==> config.mk <==
export PLATFORM = sky130hd
export DESIGN_NAME = fs_group_base_meta_clusters
export DESIGN_NICKNAME = d
export VERILOG_FILES = /design/src/fsgbm_pkg.sv /design/src/fsgbm_pow.sv /design/src/fs_group_base_meta_clusters.sv
export SDC_FILE = /design/constraint.sdc
export NUM_CORES = 1
export LEC_CHECK = 0
export BUFFER_PORTS_ARGS = -buffer_cell sky130_fd_sc_hd__buf_4
export CORE_AREA = 8 8 215 217
export DETAILED_ROUTE_END_ITERATION = 10
export DIE_AREA = 0 0 223 225
export GPL_ROUTABILITY_DRIVEN = 0
export SLEW_MARGIN = 20
export SYNTH_ARGS = -nofsm -noshare
export SYNTH_HDL_FRONTEND = slang
export SYNTH_SLANG_ARGS = --single-unit
==> constraint.sdc <==
create_clock -name i_clk -period 19 [get_ports i_clk]
set_input_delay 0.95 -clock i_clk [delete_from_list [all_inputs] [get_ports i_clk]]
set_output_delay 0.95 -clock i_clk [all_outputs]
set_load 0.05 [all_outputs]
==> src/fsgbm_pkg.sv <==
package fsgbm_pkg;

    // Configuration register indexes
    localparam int unsigned CFG_ADDR_W = 3;
    localparam logic [CFG_ADDR_W-1:0] CFG_SPARSE_SUPER_ON      = 3'd0;
    localparam logic [CFG_ADDR_W-1:0] CFG_META_BG_ON           = 3'd1;
    localparam logic [CFG_ADDR_W-1:0] CFG_FIRST_META_GROUP     = 3'd2;
    localparam logic [CFG_ADDR_W-1:0] CFG_DESC_PER_BLOCK_LOG2  = 3'd3;
    localparam logic [CFG_ADDR_W-1:0] CFG_DESC_BLOCK_COUNT     = 3'd4;
    localparam logic [CFG_ADDR_W-1:0] CFG_RESERVED_DESC_BLOCKS = 3'd5;
    localparam logic [CFG_ADDR_W-1:0] CFG_CLUSTER_SHIFT        = 3'd6;

    // Register reset values
    localparam logic        RST_SPARSE_SUPER_ON      = 1'b1;
    localparam logic        RST_META_BG_ON           = 1'b0;
    localparam logic [31:0] RST_FIRST_META_GROUP     = 32'd0;
    localparam logic [3:0]  RST_DESC_PER_BLOCK_LOG2  = 4'd7;
    localparam logic [31:0] RST_DESC_BLOCK_COUNT     = 32'd1;
    localparam logic [15:0] RST_RESERVED_DESC_BLOCKS = 16'd0;
    localparam logic [3:0]  RST_CLUSTER_SHIFT        = 4'd0;

    // Widths of the stream payloads
    localparam int unsigned IN_DATA_W  = 32;
    localparam int unsigned OUT_DATA_W = 72;
    localparam int unsigned CFG_DATA_W = 32;

    // Bases of the superblock backup power test
    localparam logic [2:0] BASE_7 = 3'd7;
    localparam logic [2:0] BASE_5 = 3'd5;
    localparam logic [2:0] BASE_3 = 3'd3;

    // Control between the sequencer and the power test unit
    typedef struct packed {
        logic start;
    } t_pow_req;

    typedef struct packed {
        logic done;
        logic found;
    } t_pow_rsp;

endpackage

==> src/fsgbm_pow.sv <==
module fsgbm_pow #(
    parameter int GROUP_BITS = 32
) (
    input  logic                    i_clk,
    input  logic                    i_rst_n,
    input  fsgbm_pkg::t_pow_req     i_req,
    input  logic [GROUP_BITS-1:0]   i_group,
    output fsgbm_pkg::t_pow_rsp     o_rsp
);
    import fsgbm_pkg::*;

    // Running power needs room for one step past the group value
    localparam int PW = GROUP_BITS + 3;

    typedef enum logic [3:0] {
        PS_IDLE = 4'b0001,
        PS_B7   = 4'b0010,
        PS_B5   = 4'b0100,
        PS_B3   = 4'b1000
    } t_pow_state;

    t_pow_state      r_state, n_state;
    logic [PW-1:0]   r_p, n_p;
    logic [2:0]      w_base;
    logic [PW-1:0]   w_prod;
    logic [PW-1:0]   w_g;

    // Select the base of the current pass
    always_comb begin
        unique case (r_state)
            PS_B7:   w_base = BASE_7;
            PS_B5:   w_base = BASE_5;
            PS_B3:   w_base = BASE_3;
            default: w_base = BASE_3;
        endcase
    end

    // Shared multiplier: running power times base
    assign w_prod = r_p * PW'(w_base);
    assign w_g    = PW'(i_group);

    // Step the power until it reaches or passes the group; stop on a match, else try the next base
    always_comb begin
        n_state     = r_state;
        n_p         = r_p;
        o_rsp.done  = 1'b0;
        o_rsp.found = 1'b0;
        unique case (r_state)
            PS_IDLE: begin
                if (i_req.start) begin
                    n_state = PS_B7;
                    n_p     = PW'(BASE_7);
                end
            end
            PS_B7, PS_B5, PS_B3: begin
                if (w_g > r_p) begin
                    n_p = w_prod;
                end else if (w_g == r_p) begin
                    o_rsp.done  = 1'b1;
                    o_rsp.found = 1'b1;
                    n_state     = PS_IDLE;
                end else if (r_state == PS_B3) begin
                    o_rsp.done = 1'b1;
                    n_state    = PS_IDLE;
                end else if (r_state == PS_B7) begin
                    n_state = PS_B5;
                    n_p     = PW'(BASE_5);
                end else begin
                    n_state = PS_B3;
                    n_p     = PW'(BASE_3);
                end
            end
            default: n_state = PS_IDLE;
        endcase
    end

    always_ff @(posedge i_clk) begin
        if (!i_rst_n) begin
            r_state <= PS_IDLE;
        end else begin
            r_state <= n_state;
        end
        r_p <= n_p;
    end

endmodule

==> src/fs_group_base_meta_clusters.sv <==
// Path: an input transfer goes to the calc state and then loads the output register when no
// power test runs (sparse mode off, group 0 or 1, or an even group); otherwise via the power test.
// Power test: one multiply step a cycle, bases 7, 5 and 3 in turn, stopping on a hit;
// the steps run one after another, set by the single shared multiplier.
// Flow: a new item is taken only once the last is in the output register; a stall delays that.
// Reset: synchronous, active low; restores register defaults and empties the output.
module fs_group_base_meta_clusters #(
    parameter int GROUP_BITS = 32
) (
    input  logic                                i_clk,
    input  logic                                i_rst_n,
    // Configuration write port
    input  logic                                i_cfg_we,
    input  logic [fsgbm_pkg::CFG_ADDR_W-1:0]    i_cfg_addr,
    input  logic [fsgbm_pkg::CFG_DATA_W-1:0]    i_cfg_wdata,
    // Input stream
    input  logic                                s_axis_tvalid,
    output logic                                s_axis_tready,
    input  logic [fsgbm_pkg::IN_DATA_W-1:0]     s_axis_tdata,  // [31:0] group
    // Output stream
    output logic                                m_axis_tvalid,
    input  logic                                m_axis_tready,
    // [0] has_super_backup, [32:1] desc_blocks, [64:33] meta_clusters, [71:65] zero
    output logic [fsgbm_pkg::OUT_DATA_W-1:0]    m_axis_tdata
);
    import fsgbm_pkg::*;

    typedef enum logic [2:0] {
        ST_IDLE = 3'b001,
        ST_POW  = 3'b010,
        ST_CALC = 3'b100
    } t_state;

    // Configuration registers
    logic                  r_sparse_on;
    logic                  r_meta_bg_on;
    logic [31:0]           r_first_meta_group;
    logic [3:0]            r_dpb_log2;
    logic [31:0]           r_desc_block_count;
    logic [15:0]           r_reserved_desc;
    logic [3:0]            r_cluster_shift;

    t_state                r_state, n_state;
    logic [GROUP_BITS-1:0] r_group, n_group;
    logic                  r_has, n_has;
    logic                  r_out_valid, n_out_valid;
    logic                  r_out_has, n_out_has;
    logic [31:0]           r_out_desc, n_out_desc;
    logic [31:0]           r_out_clus, n_out_clus;

    t_pow_req              w_pow_req;
    t_pow_rsp              w_pow_rsp;

    logic [GROUP_BITS-1:0] w_in_group;
    logic                  w_in_above_one;
    logic                  w_in_xfer;
    logic                  w_out_free;
    logic [GROUP_BITS-1:0] w_gshift;
    logic [31:0]           w_mask;
    logic [31:0]           w_off;
    logic                  w_below;
    logic                  w_edge;
    logic [31:0]           w_desc;
    logic [33:0]           w_blocks;
    logic [34:0]           w_round;
    logic [34:0]           w_clus;

    // Write configuration registers
    always_ff @(posedge i_clk) begin
        if (!i_rst_n) begin
            r_sparse_on        <= RST_SPARSE_SUPER_ON;
            r_meta_bg_on       <= RST_META_BG_ON;
            r_first_meta_group <= RST_FIRST_META_GROUP;
            r_dpb_log2         <= RST_DESC_PER_BLOCK_LOG2;
            r_desc_block_count <= RST_DESC_BLOCK_COUNT;
            r_reserved_desc    <= RST_RESERVED_DESC_BLOCKS;
            r_cluster_shift    <= RST_CLUSTER_SHIFT;
        end else if (i_cfg_we) begin
            unique case (i_cfg_addr)
                CFG_SPARSE_SUPER_ON:      r_sparse_on        <= i_cfg_wdata[0];
                CFG_META_BG_ON:           r_meta_bg_on       <= i_cfg_wdata[0];
                CFG_FIRST_META_GROUP:     r_first_meta_group <= i_cfg_wdata;
                CFG_DESC_PER_BLOCK_LOG2:  r_dpb_log2         <= i_cfg_wdata[3:0];
                CFG_DESC_BLOCK_COUNT:     r_desc_block_count <= i_cfg_wdata;
                CFG_RESERVED_DESC_BLOCKS: r_reserved_desc    <= i_cfg_wdata[15:0];
                CFG_CLUSTER_SHIFT:        r_cluster_shift    <= i_cfg_wdata[3:0];
                default: ;
            endcase
        end
    end

    // Shared power test unit
    fsgbm_pow #(
        .GROUP_BITS (GROUP_BITS)
    ) u_pow (
        .i_clk   (i_clk),
        .i_rst_n (i_rst_n),
        .i_req   (w_pow_req),
        .i_group (r_group),
        .o_rsp   (w_pow_rsp)
    );

    assign s_axis_tready  = (r_state == ST_IDLE);
    assign w_in_xfer      = s_axis_tvalid && s_axis_tready;
    assign w_in_group     = s_axis_tdata[GROUP_BITS-1:0];
    assign w_in_above_one = |w_in_group[GROUP_BITS-1:1];
    assign w_out_free     = !r_out_valid || m_axis_tready;

    // Boundary test: meta group index against first meta group, at full width
    assign w_gshift = r_group >> r_dpb_log2;
    assign w_below  = !r_meta_bg_on || (32'(w_gshift) < r_first_meta_group);

    // Position inside the meta group: first, second or last
    assign w_mask = ~(32'hFFFF_FFFF << r_dpb_log2);
    assign w_off  = 32'(r_group) & w_mask;
    assign w_edge = (w_off == '0) || (w_off == 32'd1) || (w_off == w_mask);

    // Count descriptor and total blocks
    always_comb begin
        if (w_below) begin
            if (r_has) begin
                w_desc   = r_meta_bg_on ? r_first_meta_group : r_desc_block_count;
                w_blocks = 34'(1) + 34'(w_desc) + 34'(r_reserved_desc);
            end else begin
                w_desc   = '0;
                w_blocks = '0;
            end
        end else begin
            w_desc   = 32'(w_edge);
            w_blocks = 34'(r_has) + 34'(w_edge);
        end
    end

    // Round up to clusters
    assign w_round = 35'(w_blocks) + ((35'(1) << r_cluster_shift) - 35'(1));
    assign w_clus  = w_round >> r_cluster_shift;

    // Sequence one item: take it, run the power test if needed, load the result
    always_comb begin
        n_state         = r_state;
        n_group         = r_group;
        n_has           = r_has;
        n_out_valid     = r_out_valid && !m_axis_tready;
        n_out_has       = r_out_has;
        n_out_desc      = r_out_desc;
        n_out_clus      = r_out_clus;
        w_pow_req.start = 1'b0;
        unique case (r_state)
            ST_IDLE: begin
                if (w_in_xfer) begin
                    n_group = w_in_group;
                    if (r_sparse_on && w_in_above_one && w_in_group[0]) begin
                        w_pow_req.start = 1'b1;
                        n_state         = ST_POW;
                    end else begin
                        n_has   = !r_sparse_on || !w_in_above_one;
                        n_state = ST_CALC;
                    end
                end
            end
            ST_POW: begin
                if (w_pow_rsp.done) begin
                    n_has   = w_pow_rsp.found;
                    n_state = ST_CALC;
                end
            end
            ST_CALC: begin
                if (w_out_free) begin
                    n_out_valid = 1'b1;
                    n_out_has   = r_has;
                    n_out_desc  = w_desc;
                    n_out_clus  = (|w_clus[34:32]) ? 32'hFFFF_FFFF : w_clus[31:0];
                    n_state     = ST_IDLE;
                end
            end
            default: n_state = ST_IDLE;
        endcase
    end

    always_ff @(posedge i_clk) begin
        if (!i_rst_n) begin
            r_state     <= ST_IDLE;
            r_out_valid <= 1'b0;
        end else begin
            r_state     <= n_state;
            r_out_valid <= n_out_valid;
        end
        r_group    <= n_group;
        r_has      <= n_has;
        r_out_has  <= n_out_has;
        r_out_desc <= n_out_desc;
        r_out_clus <= n_out_clus;
    end

    // Drive the output stream
    assign m_axis_tvalid = r_out_valid;
    assign m_axis_tdata  = OUT_DATA_W'({r_out_clus, r_out_desc, r_out_has});

endmodule

### Yosys cells after proc, flatten, opt, wreduce, memory -nomap -nowiden

Index checks and enable logic that the tools add are counted.

| word-level totals | value |
|---|---|
| bits of input ports | 72 |
| output and inout port bits | 74 |
| register bits after elaboration | 231 |

| operators by class | value |
|---|---|
| multipliers | 1 |
| muxes and demuxes | 37 |
| bitwise gates (word level) | 2 |
| add/sub/neg operators | 5 |
| magnitude comparators | 2 |
| shift-type cells | 4 |
| eq/ne operators | 24 |
| reductions and logical operators | 35 |

Operators by type and width:

| cell | count |
|---|---|
| $mux W35 | 4 |
| $pmux W35 S2 | 1 |
| $mux W34 | 2 |
| $add A34 B35 Y35 | 1 |
| $eq A32 B35 Y1 | 1 |
| $gt A32 B35 Y1 | 1 |
| $mul A35 B3 Y35 | 1 |
| $shl A1 B4 Y35 const A | 1 |
| $shr A35 B4 Y35 | 1 |
| $sub A35 B1 Y35 const B | 1 |
| $add A33 B16 Y34 | 1 |
| $add A1 B32 Y33 const A | 1 |
| $and A32 B32 Y32 | 1 |
| $eq A32 B1 Y1 const B | 1 |
| $eq A32 B32 Y1 | 1 |
| $logic_not A32 Y1 | 1 |
| $lt A32 B32 Y1 | 1 |
| $mux W32 | 1 |
| $not A32 Y32 | 1 |
| $shl A32 B4 Y32 const A | 1 |
| $shr A32 B4 Y32 | 1 |
| $reduce_or A31 Y1 | 1 |
| $reduce_and A2 Y1 | 11 |
| $mux W4 | 5 |
| other kinds (26) | 68 |

### Longest topological paths before layout

Gate-level depths: netlist of the first run.

| logic depth | value |
|---|---|
| depth after elaboration | 11 |
| depth in mapped cells | 36 |
| mapped depth without buffers | 32 |

### Hierarchy

From an unflattened synthesis of the first run, not the netlist that was laid out.

| unflattened totals | value |
|---|---|
| cells, all modules | 2456 |
| area total of the unflattened synthesis | 20393.3 um^2 |

By module, submodules not included:

| module | area each (um^2) | cells an instance | times used |
|---|---|---|---|
| fs_group_base_meta_clusters | 15024.4 | 1794 | 1 |
| fsgbm_pow | 5368.9 | 662 | 1 |

### Least setup slack after synthesis of the first run

No wires, ideal clock.

| timing path | value |
|---|---|
| path type | register to register |
| from | reg r_dpb_log2[1] |
| to | reg r_out_clus[13], data pin |
| stages on the path, launching flop included | 34 |
| slack | 11.622 ns |
| clock period less this slack | 7.378 ns |
| library setup time | 0.276 ns |
| arrival time | 7.101 ns |
| data required time | 18.724 ns |
| path through | dfxtp_1 -> buf_2 -> buf_1 -> clkbuf_1 -> clkbuf_1 -> mux4_2 -> a21oi_1 -> a21oi_1 -> ha_1 -> nand4_1 -> nor4_1 -> nand4_1 -> a41oi_2 -> o2111ai_1 -> a21boi_1 -> nor2_1 -> clkbuf_1 -> nand3_1 -> ha_1 -> inv_1 -> ha_1 -> o211ai_1 -> a21oi_1 -> o41ai_1 -> o21ai_1 -> a21oi_1 -> o31ai_1 -> xnor2_2 -> a21oi_2 -> o21ai_4 -> and2_1 -> buf_4 -> buf_6 -> a22oi_1 |

| on the way | value |
|---|---|
| longest elaborated chain between the ends | 11 |
| elaborated cells between the ends (all ways) | 16 |
| classes of those cells | add/sub (2); order compare (1); eq/ne (2); shift (3); mux (1); bitwise (2); reduce/logical (5) |

Ends and longest elaborated chain:

| element | line | source |
|---|---|---|
| from (decl) | fs_group_base_meta_clusters.sv:38 | `logic [3:0] r_dpb_log2;` |
| from (signal assigned) | fs_group_base_meta_clusters.sv:83 | `CFG_DESC_PER_BLOCK_LOG2: r_dpb_log2 <= i_cfg_wdata[3:0];` |
| parallel branches: the longest is 7 deep, another holds $lt A32 B32 Y1 | - |  |
| $mux W34 * | fs_group_base_meta_clusters.sv:120 | `if (w_below) begin` |
| $add A34 B35 Y35 * | fs_group_base_meta_clusters.sv:135 | `assign w_round = 35'(w_blocks) + ((35'(1) << r_cluster_shift) - 35'(1));` |
| $shr A35 B4 Y35 * | fs_group_base_meta_clusters.sv:136 | `assign w_clus = w_round >> r_cluster_shift;` |
| $reduce_or A3 Y1 | fs_group_base_meta_clusters.sv:172 | `n_out_clus = (\|w_clus[34:32]) ? 32'hFFFF_FFFF : w_clus[31:0];` |
| to (signal assigned) | fs_group_base_meta_clusters.sv:192 | `r_out_clus <= n_out_clus;` |
| to (decl) | fs_group_base_meta_clusters.sv:49 | `logic [31:0] r_out_clus, n_out_clus;` |

Every way passes the cells marked *.
A chain may end at the register's enable or synchronous reset.

### Worst setup path in the final report of the first run

| timing path | value |
|---|---|
| from | reg r_dpb_log2[1] |
| to | reg r_out_clus[15], data pin |

Same word-level chain as after synthesis.

==> results of run 1 <==
[final timing paths]
path / end / slack (ns) / cells after the start
hold reg to reg: r_desc_block_count[31] / 0.45 / 2
setup / recovery: r_out_clus[15] / 9.97 / 29
hold / removal: r_desc_block_count[31] / 0.45 / 2
setup reg to reg: r_out_clus[15] / 9.97 / 29
[registers in the layout, summed over array words and instances (netlist names)]
| signal | cells |
|---|---|
| r_meta_bg_on | 1 |
| r_state | 3 |
| r_dpb_log2 | 4 |
| r_group | 32 |
| r_out_desc | 32 |
| r_cluster_shift | 4 |
| m_axis_tvalid | 1 |
| r_first_meta_group | 32 |
| r_sparse_on | 1 |
| r_out_has | 1 |
| r_out_clus | 32 |
| r_has | 1 |
| r_reserved_desc | 16 |
| u_pow.r_state | 4 |
| r_desc_block_count | 32 |
| u_pow.r_p | 34 |
[worst register-to-register path: cells and delay by family, from the launching register on]
| family | cells | cell delay (ns) |
|---|---|---|
| flip-flops | 1 | 1.04 |
| AO/OA/AOI/OAI | 15 | 4.32 |
| XOR/XNOR | 1 | 0.35 |
| multiplexers | 1 | 0.44 |
| adder cells (fa/ha/maj) | 3 | 0.80 |
| AND/OR/NAND/NOR | 7 | 1.46 |
| buffers and inverters | 2 | 0.32 |
[report_power, final]
part	internal, mW	switching (mW)
Sequential	0.546	0.0209
Combinational	0.193	0.295
Clock	0.319	0.233
Total	1.06	0.549
[stage by stage]
| step | hold slack, ns | instance area, um2 | instances | util, % | setup WS (ns) |
|---|---|---|---|---|---|
| CTS | 0.4498 | 21730 | 2987 | 50.90 | 9.891 |
| finish | 0.4503 | 21730 | 2987 | 50.90 | 9.969 |
| global placement | 0.4390 | 20780 | 2935 | 48.67 | 10.25 |
| detailed placement | 0.4419 | 20780 | 2935 | 48.67 | 9.912 |
| global route | 0.4734 | 21730 | 2987 | 50.90 | 9.209 |
| floorplan | 0.4318 | 19390 | 2351 | - | 11.62 |
[cell type report]
type,count,area (um2),area share (%)
clock buffers,32,725.7,3.339
clock inverters,20,227.7,1.048
inverters,214,803.3,3.696
multi-input cells,1785,12160,55.97
flip-flops and latches,230,5928,27.28
well taps,546,683.2,3.144
repair buffers,160,1201,5.527
[cells by family after synthesis]
logic type	count (synthesis)	synth area share [%]
AOI/OAI and AO/OA	575	18.30
xor gates and xnor gates	85	3.883
adders and majority gates	197	14.09
buffers and inverters	336	6.791
DFF	230	30.60
muxes	128	8.051
other	1	0.01937
and+or+nand+nor	793	18.27
[Yosys cell counts, types with 25 or more instances]
library cell,count,area share [%]
inv_1,209,4.1
fa_1,35,3.6
dfxtp_1,98,10
xor2_1,37,1.7
ha_1,162,10
a21oi_1,237,6.1
nand3_1,34,0.88
o21ai_1,25,0.65
nand4_1,27,0.87
nor3_1,29,0.75
mux2_2,31,1.8
a211oi_1,25,0.97
clkbuf_1,90,1.7
xnor2_1,47,2.1
mux2i_1,77,4.0
o21ai_0,78,2.0
nor2_1,170,3.3
and2_1,25,0.81
nor2b_1,40,1.3
a21o_1,45,1.7
edfxtp_1,132,20
nand2_1,389,7.5
[layout by cell type (no fill, tap or decap), types with 28 or more instances in the layout]
master     instances
nand2_1          389
a21oi_1          237
inv_1            208
nor2_1           167
ha_1             162
buf_4            160
edfxtp_1         132
dfxtp_1           96
o21ai_0           78
mux2i_1           77
xnor2_1           47
a21o_1            45
nor2b_1           40
xor2_1            37
fa_1              35
nand3_1           34
mux2_2            31
nor3_1            28
clkbuf_16         28
[layer usage]
| metal | up-vias | wire [um] | global-route usage (%) |
|---|---|---|---|
| met5 | - | 27 | 0 |
| met4 | 4 | 2563 | 10.00 |
| met3 | 113 | 3045 | 2.759 |
| met2 | 511 | 27170 | 38.06 |
| met1 | 8080 | 24030 | 27.40 |
| li1 | 8342 | - | - |
==> summary.md, run 1 <==
| Metric | Value |
|---|---|
| Status | `finished, final reports clean` |
| Worst rel slew slack | `28.56%` |
| Die height | `between 200 and 250 um` |
| Worst path max stage delay | `~1.0 ns` |
| Via count | `roughly 17000` |
| Dominant synthesized flop cell | `edfxtp_1` |
| RSZ-0062 raised after global routing | `no` |
| Number of synthesized register bits | `230` |
| # H-tree levels | `1` |
| Pleak | `around 9.5 nW` |
| Mapped cell area | `around 19000 um2` |
| Vias per cell | `between 5 and 6` |
| TritonCTS clock tree | `yes` |
| Total grt overflow | `0` |
| Max IR drop VDD | `slightly above 0.06 mV` |
| YS warnings | `0` |
| Most frequent CP cell | `a21oi_1` |
| CP top delay family | `compound AO/OA/AOI/OAI gates` |
| DP HPWL | `approximately 44000 um` |
| Unique masters post-synth | `85` |
| Tot GR Track Use | `between 20% and 30%` |
| Crit path max fanout | `51` |
| PD cells | `approximately 74 nW/um2` |
| Period utilization | `47.53%` |
| Clk Tree Root Cell | `clkbuf_16` |
| Row Count | `76` |
| Max cap viols | `0` |
| Clk sinks | `230` |
| CTS Buf Count | `28` |
| Register area share after synthesis | `between 30% and 40%` |
| Avg Inst Size Synth | `slightly above 8 um2` |
| Setup Buffers After CTS | `0` |
| CTS clk-pin slew, worst paths | `~0.060 ns` |
| Final WL | `about 57000 um` |
| WP data arrival | `between 9 and 10 ns` |
| Design Power | `approximately 1.6 mW` |
| Buffers on Ports | `138` |
| DRT antenna net count | `0` |
| Initial Utilization | `between 40 and 50%` |
| FF-to-FF Start | `r_dpb_log2[1]` |
| Critical Path RT | `19.28 ns` |
| Antenna violations before repair | `2` |
| Avg WL per Cell | `around 19 um` |
| Worst setup path class | `register to register` |
| Max Buffers Root-to-Sink | `3` |
| DRC | `0` |
| Critical-path top delay cell | `dfxtp_2` |
| Die area | `50180 um2` |
| Worst Tran Pin Value | `roughly 1.1 ns` |
| CTS hold repair buffers | `0` |
| Final Hold Vio Count | `0` |
| Finish-stage setup viols | `0` |
| CP startpoint | `r_dpb_log2[1]` |
| Crit path time final | `between 9 and 10 ns` |
| ANT cells | `0` |
| First-pass GRT wire length | `approximately 90000 um` |
| Drt first pass iters | `6` |
| Vias in the first global route | `16840` |
| Clock Latency Late Sink | `slightly below 0.6 ns` |
| F_max | `110.7 MHz` |
| Area Growth Syn to Fin | `12.23%` |
| Fillers | `slightly above 4000` |
| Hold path start | `r_desc_block_count[31]` |
| WP buf/inv | `2` |
| CP Capture Type | `register` |
| Synth async-reset ratio | `0%` |
| Nets | `2688` |
| Largest net degree at the start of global routing | `91` |
| Syn Inst Count | `between 2000 and 2500` |
| Slew Viols, Final | `0` |
| Iter 0 DRT Violations | `around 1400` |
| Die X-Extent | `between 200 and 250 um` |
| CP Launch Type | `register` |
| Skew final | `0.03766 ns` |
| I/O pins | `around 150` |
| Core area | `~43000 um2` |
| Number of synthesized flops with an enable pin | `about 130` |
| Resize count post-CTS | `0` |
| Hold Crit Class | `register to register` |
| Fin Setup TNS | `0 ns` |
| Layout cell share with drive strength beyond 1 | `11.63%` |
(Power assumes the default switching activity.)
==> inputs of run 2 (changes only) <==
==> constraint.sdc (replaced) <==
create_clock -name i_clk -period 9.3 [get_ports i_clk]
set_input_delay 0.465 -clock i_clk [delete_from_list [all_inputs] [get_ports i_clk]]
set_output_delay 0.465 -clock i_clk [all_outputs]
set_load 0.05 [all_outputs]
==> run 2 against run 1 <==
Cell area hardly changed. Sequential power is 100% higher. Via count is 0.16% higher.
==> summary.md, run 2 (synthesis gave the netlist of run 1 again) <==
| Metric | Value |
|---|---|
| Status | `finished, final reports clean` |
| Total internal power | `approximately 2.1 mW` |
| Area of the multi-input gates | `about 12000 um2` |
| DRT antenna net count | `0` |
| Row Count | `76` |
| CP Capture Type | `register` |
| Area Growth Syn to Fin | `12.25%` |
| Avg WL per Cell | `~19 um` |
| DRC | `0` |
| Pleak | `between 9 and 10 nW` |
| Critical Path RT | `between 9 and 10 ns` |
| Skew final | `approximately 0.032 ns` |
| Slew Viols, Final | `0` |
| Final Util | `50.91%` |
| Non-filler cells, final | `2992` |
| Drt first pass iters | `6` |
| Worst Tran Pin Value | `1.109 ns` |
| Register Area | `5932 um2` |
| Worst path max stage delay | `just under 0.6 ns` |
| Initial Utilization | `a little under half` |
| Clk pwr share | `about 34%` |
| Setup WS pre-CTS | `0.6498 ns` |
| Dpl cells | `around 2900` |
| Via count | `about 17000` |
| DP HPWL | `about 45000 um` |
| Max cap viols | `0` |
| Vias per cell | `roughly 5.7` |
| CTS clk-pin slew, worst paths | `about 0.060 ns` |
| Worst rel slew slack | `between 20% and 30%` |
| Crit path max fanout | `24` |
| Hold Crit Class | `primary input to register` |
| Die X-Extent | `roughly 220 um` |
| Vias in the first global route | `about 17000` |
| First-pass GRT wire length | `91110 um` |
| Setup Buffers After CTS | `0` |
| Worst setup path class | `register to register` |
| Tot GR Track Use | `approximately 22%` |
| CP Launch Type | `register` |
| Nets | `~2700` |
| I/O pins | `146` |
| RSZ-0062 raised after global routing | `no` |
| Die area | `roughly 50000 um2` |
| Most frequent cells in the layout | `389 x nand2_1, 237 x a21oi_1, 209 x inv_1, 167 x nor2_1, 163 x buf_4` |
| Die height | `~230 um` |
| Clk sinks | `230` |
| Largest net degree at the start of global routing | `91` |
| Final setup margin | `about 0.85 ns` |
| Max Buffers Root-to-Sink | `3` |
| Commonest non-fill, non-tap cell in the layout | `nand2_1` |
| ANT cells | `0` |
| Critical-path top delay cell | `dfxtp_2` |
| Final WL | `57180 um` |
| Antenna violations before repair | `0` |
| Finish-stage setup viols | `0` |
| Buffers on Ports | `about 140` |
| Sw Share | `between 30% and 40%` |
| Total grt overflow | `0` |
| Sw power | `about 1.1 mW` |
| Core area | `approximately 43000 um2` |
| Reg power frac | `approximately 36%` |
| # H-tree levels | `1` |
| Clock Latency Late Sink | `0.59 ns` |
| F_max | `118.3 MHz` |
| WP data arrival | `approximately 8.7 ns` |
| Post-DP Area | `20800 um2` |
| Max FFs per register | `34` |
| PD cells | `150.0 nW/um2` |
| Fillers | `roughly 4100` |
| CTS Buf Count | `29` |
| Clk Tree Root Cell | `clkbuf_16` |
| Period utilization | `about nine tenths` |
| Max IR drop VDD | `between 0.15 and 0.2 mV` |
| TritonCTS clock tree | `yes` |
| Layout cell share with drive strength beyond 1 | `between 10% and 20%` |
| Logic pwr share | `a little under a third` |
| Fin Setup TNS | `0 ns` |
| Most flop-heavy register | `u_pow.r_p` |
| CTS hold repair buffers | `0` |
| Cell area after layout | `21740 um2` |
| Iter 0 DRT Violations | `around 1300` |
| Final Hold Vio Count | `0` |
| Crit path time final | `about 8.4 ns` |
[run 2: per-stage QoR]
stage	hold WS [ns]	total power [mW]
6_report	0.08438	3.261
5_1_grt	0.06595	3.440
4_1_cts	0.05509	3.284
3_5_place_dp	0.4436	2.166
3_3_place_gp	0.4398	2.150
2_1_floorplan	0.4318	1.900
[run 2: final cells by class]
type                       instances  area share, %
timing repair buffer             163          5.630
clock inverter                    22         0.8922
clock buffer                      32          3.391
inverter                         214          3.696
multi-input combinational       1785          55.96
tap                              546          3.143
sequential                       230          27.29
[run 2: critical path, delay by kind of cell (launching register included)]
kind	cells	cell delay, ns
muxes	1	0.56
xor gates and xnor gates	1	0.32
DFF	1	0.59
AOI/OAI and AO/OA	14	3.49
adders and majority gates	3	0.83
buffers and inverters	3	0.61
and+or+nand+nor	7	1.76
[run 2: path summary, 6_finish.rpt]
check                             start  slack [ns]  cells past startpoint                    end
hold / removal         s_axis_tdata[17]        0.08                      1            r_group[17]
setup / recovery          r_dpb_log2[0]        0.85                     29         r_out_clus[20]
hold reg to reg   r_desc_block_count[4]        0.45                      2  r_desc_block_count[4]
setup reg to reg          r_dpb_log2[0]        0.85                     29         r_out_clus[20]
[run 2: repair_timing]
item / in CTS / in global routing
setup endpoints to repair: 0 / 15
gates resized for setup: 0 / 2
hold endpoints to repair: 0 / 0
[run 2: power groups by stage]
stage	registers, mW	logic [mW]	clock network [mW]
after floorplan	1.17	0.732	0
after global placement	1.18	0.970	0
after detailed placement	1.18	0.985	0
after CTS	1.16	0.992	1.13
after global routing	1.16	1.11	1.17
final	1.16	0.999	1.10
[run 2: metal layers]
layer  global-route usage, %  share of wire (%)
met5                       0                  0
met4                   7.285                3.5
met3                   2.628                4.7
met2                   39.40                 49
met1                   27.76                 42
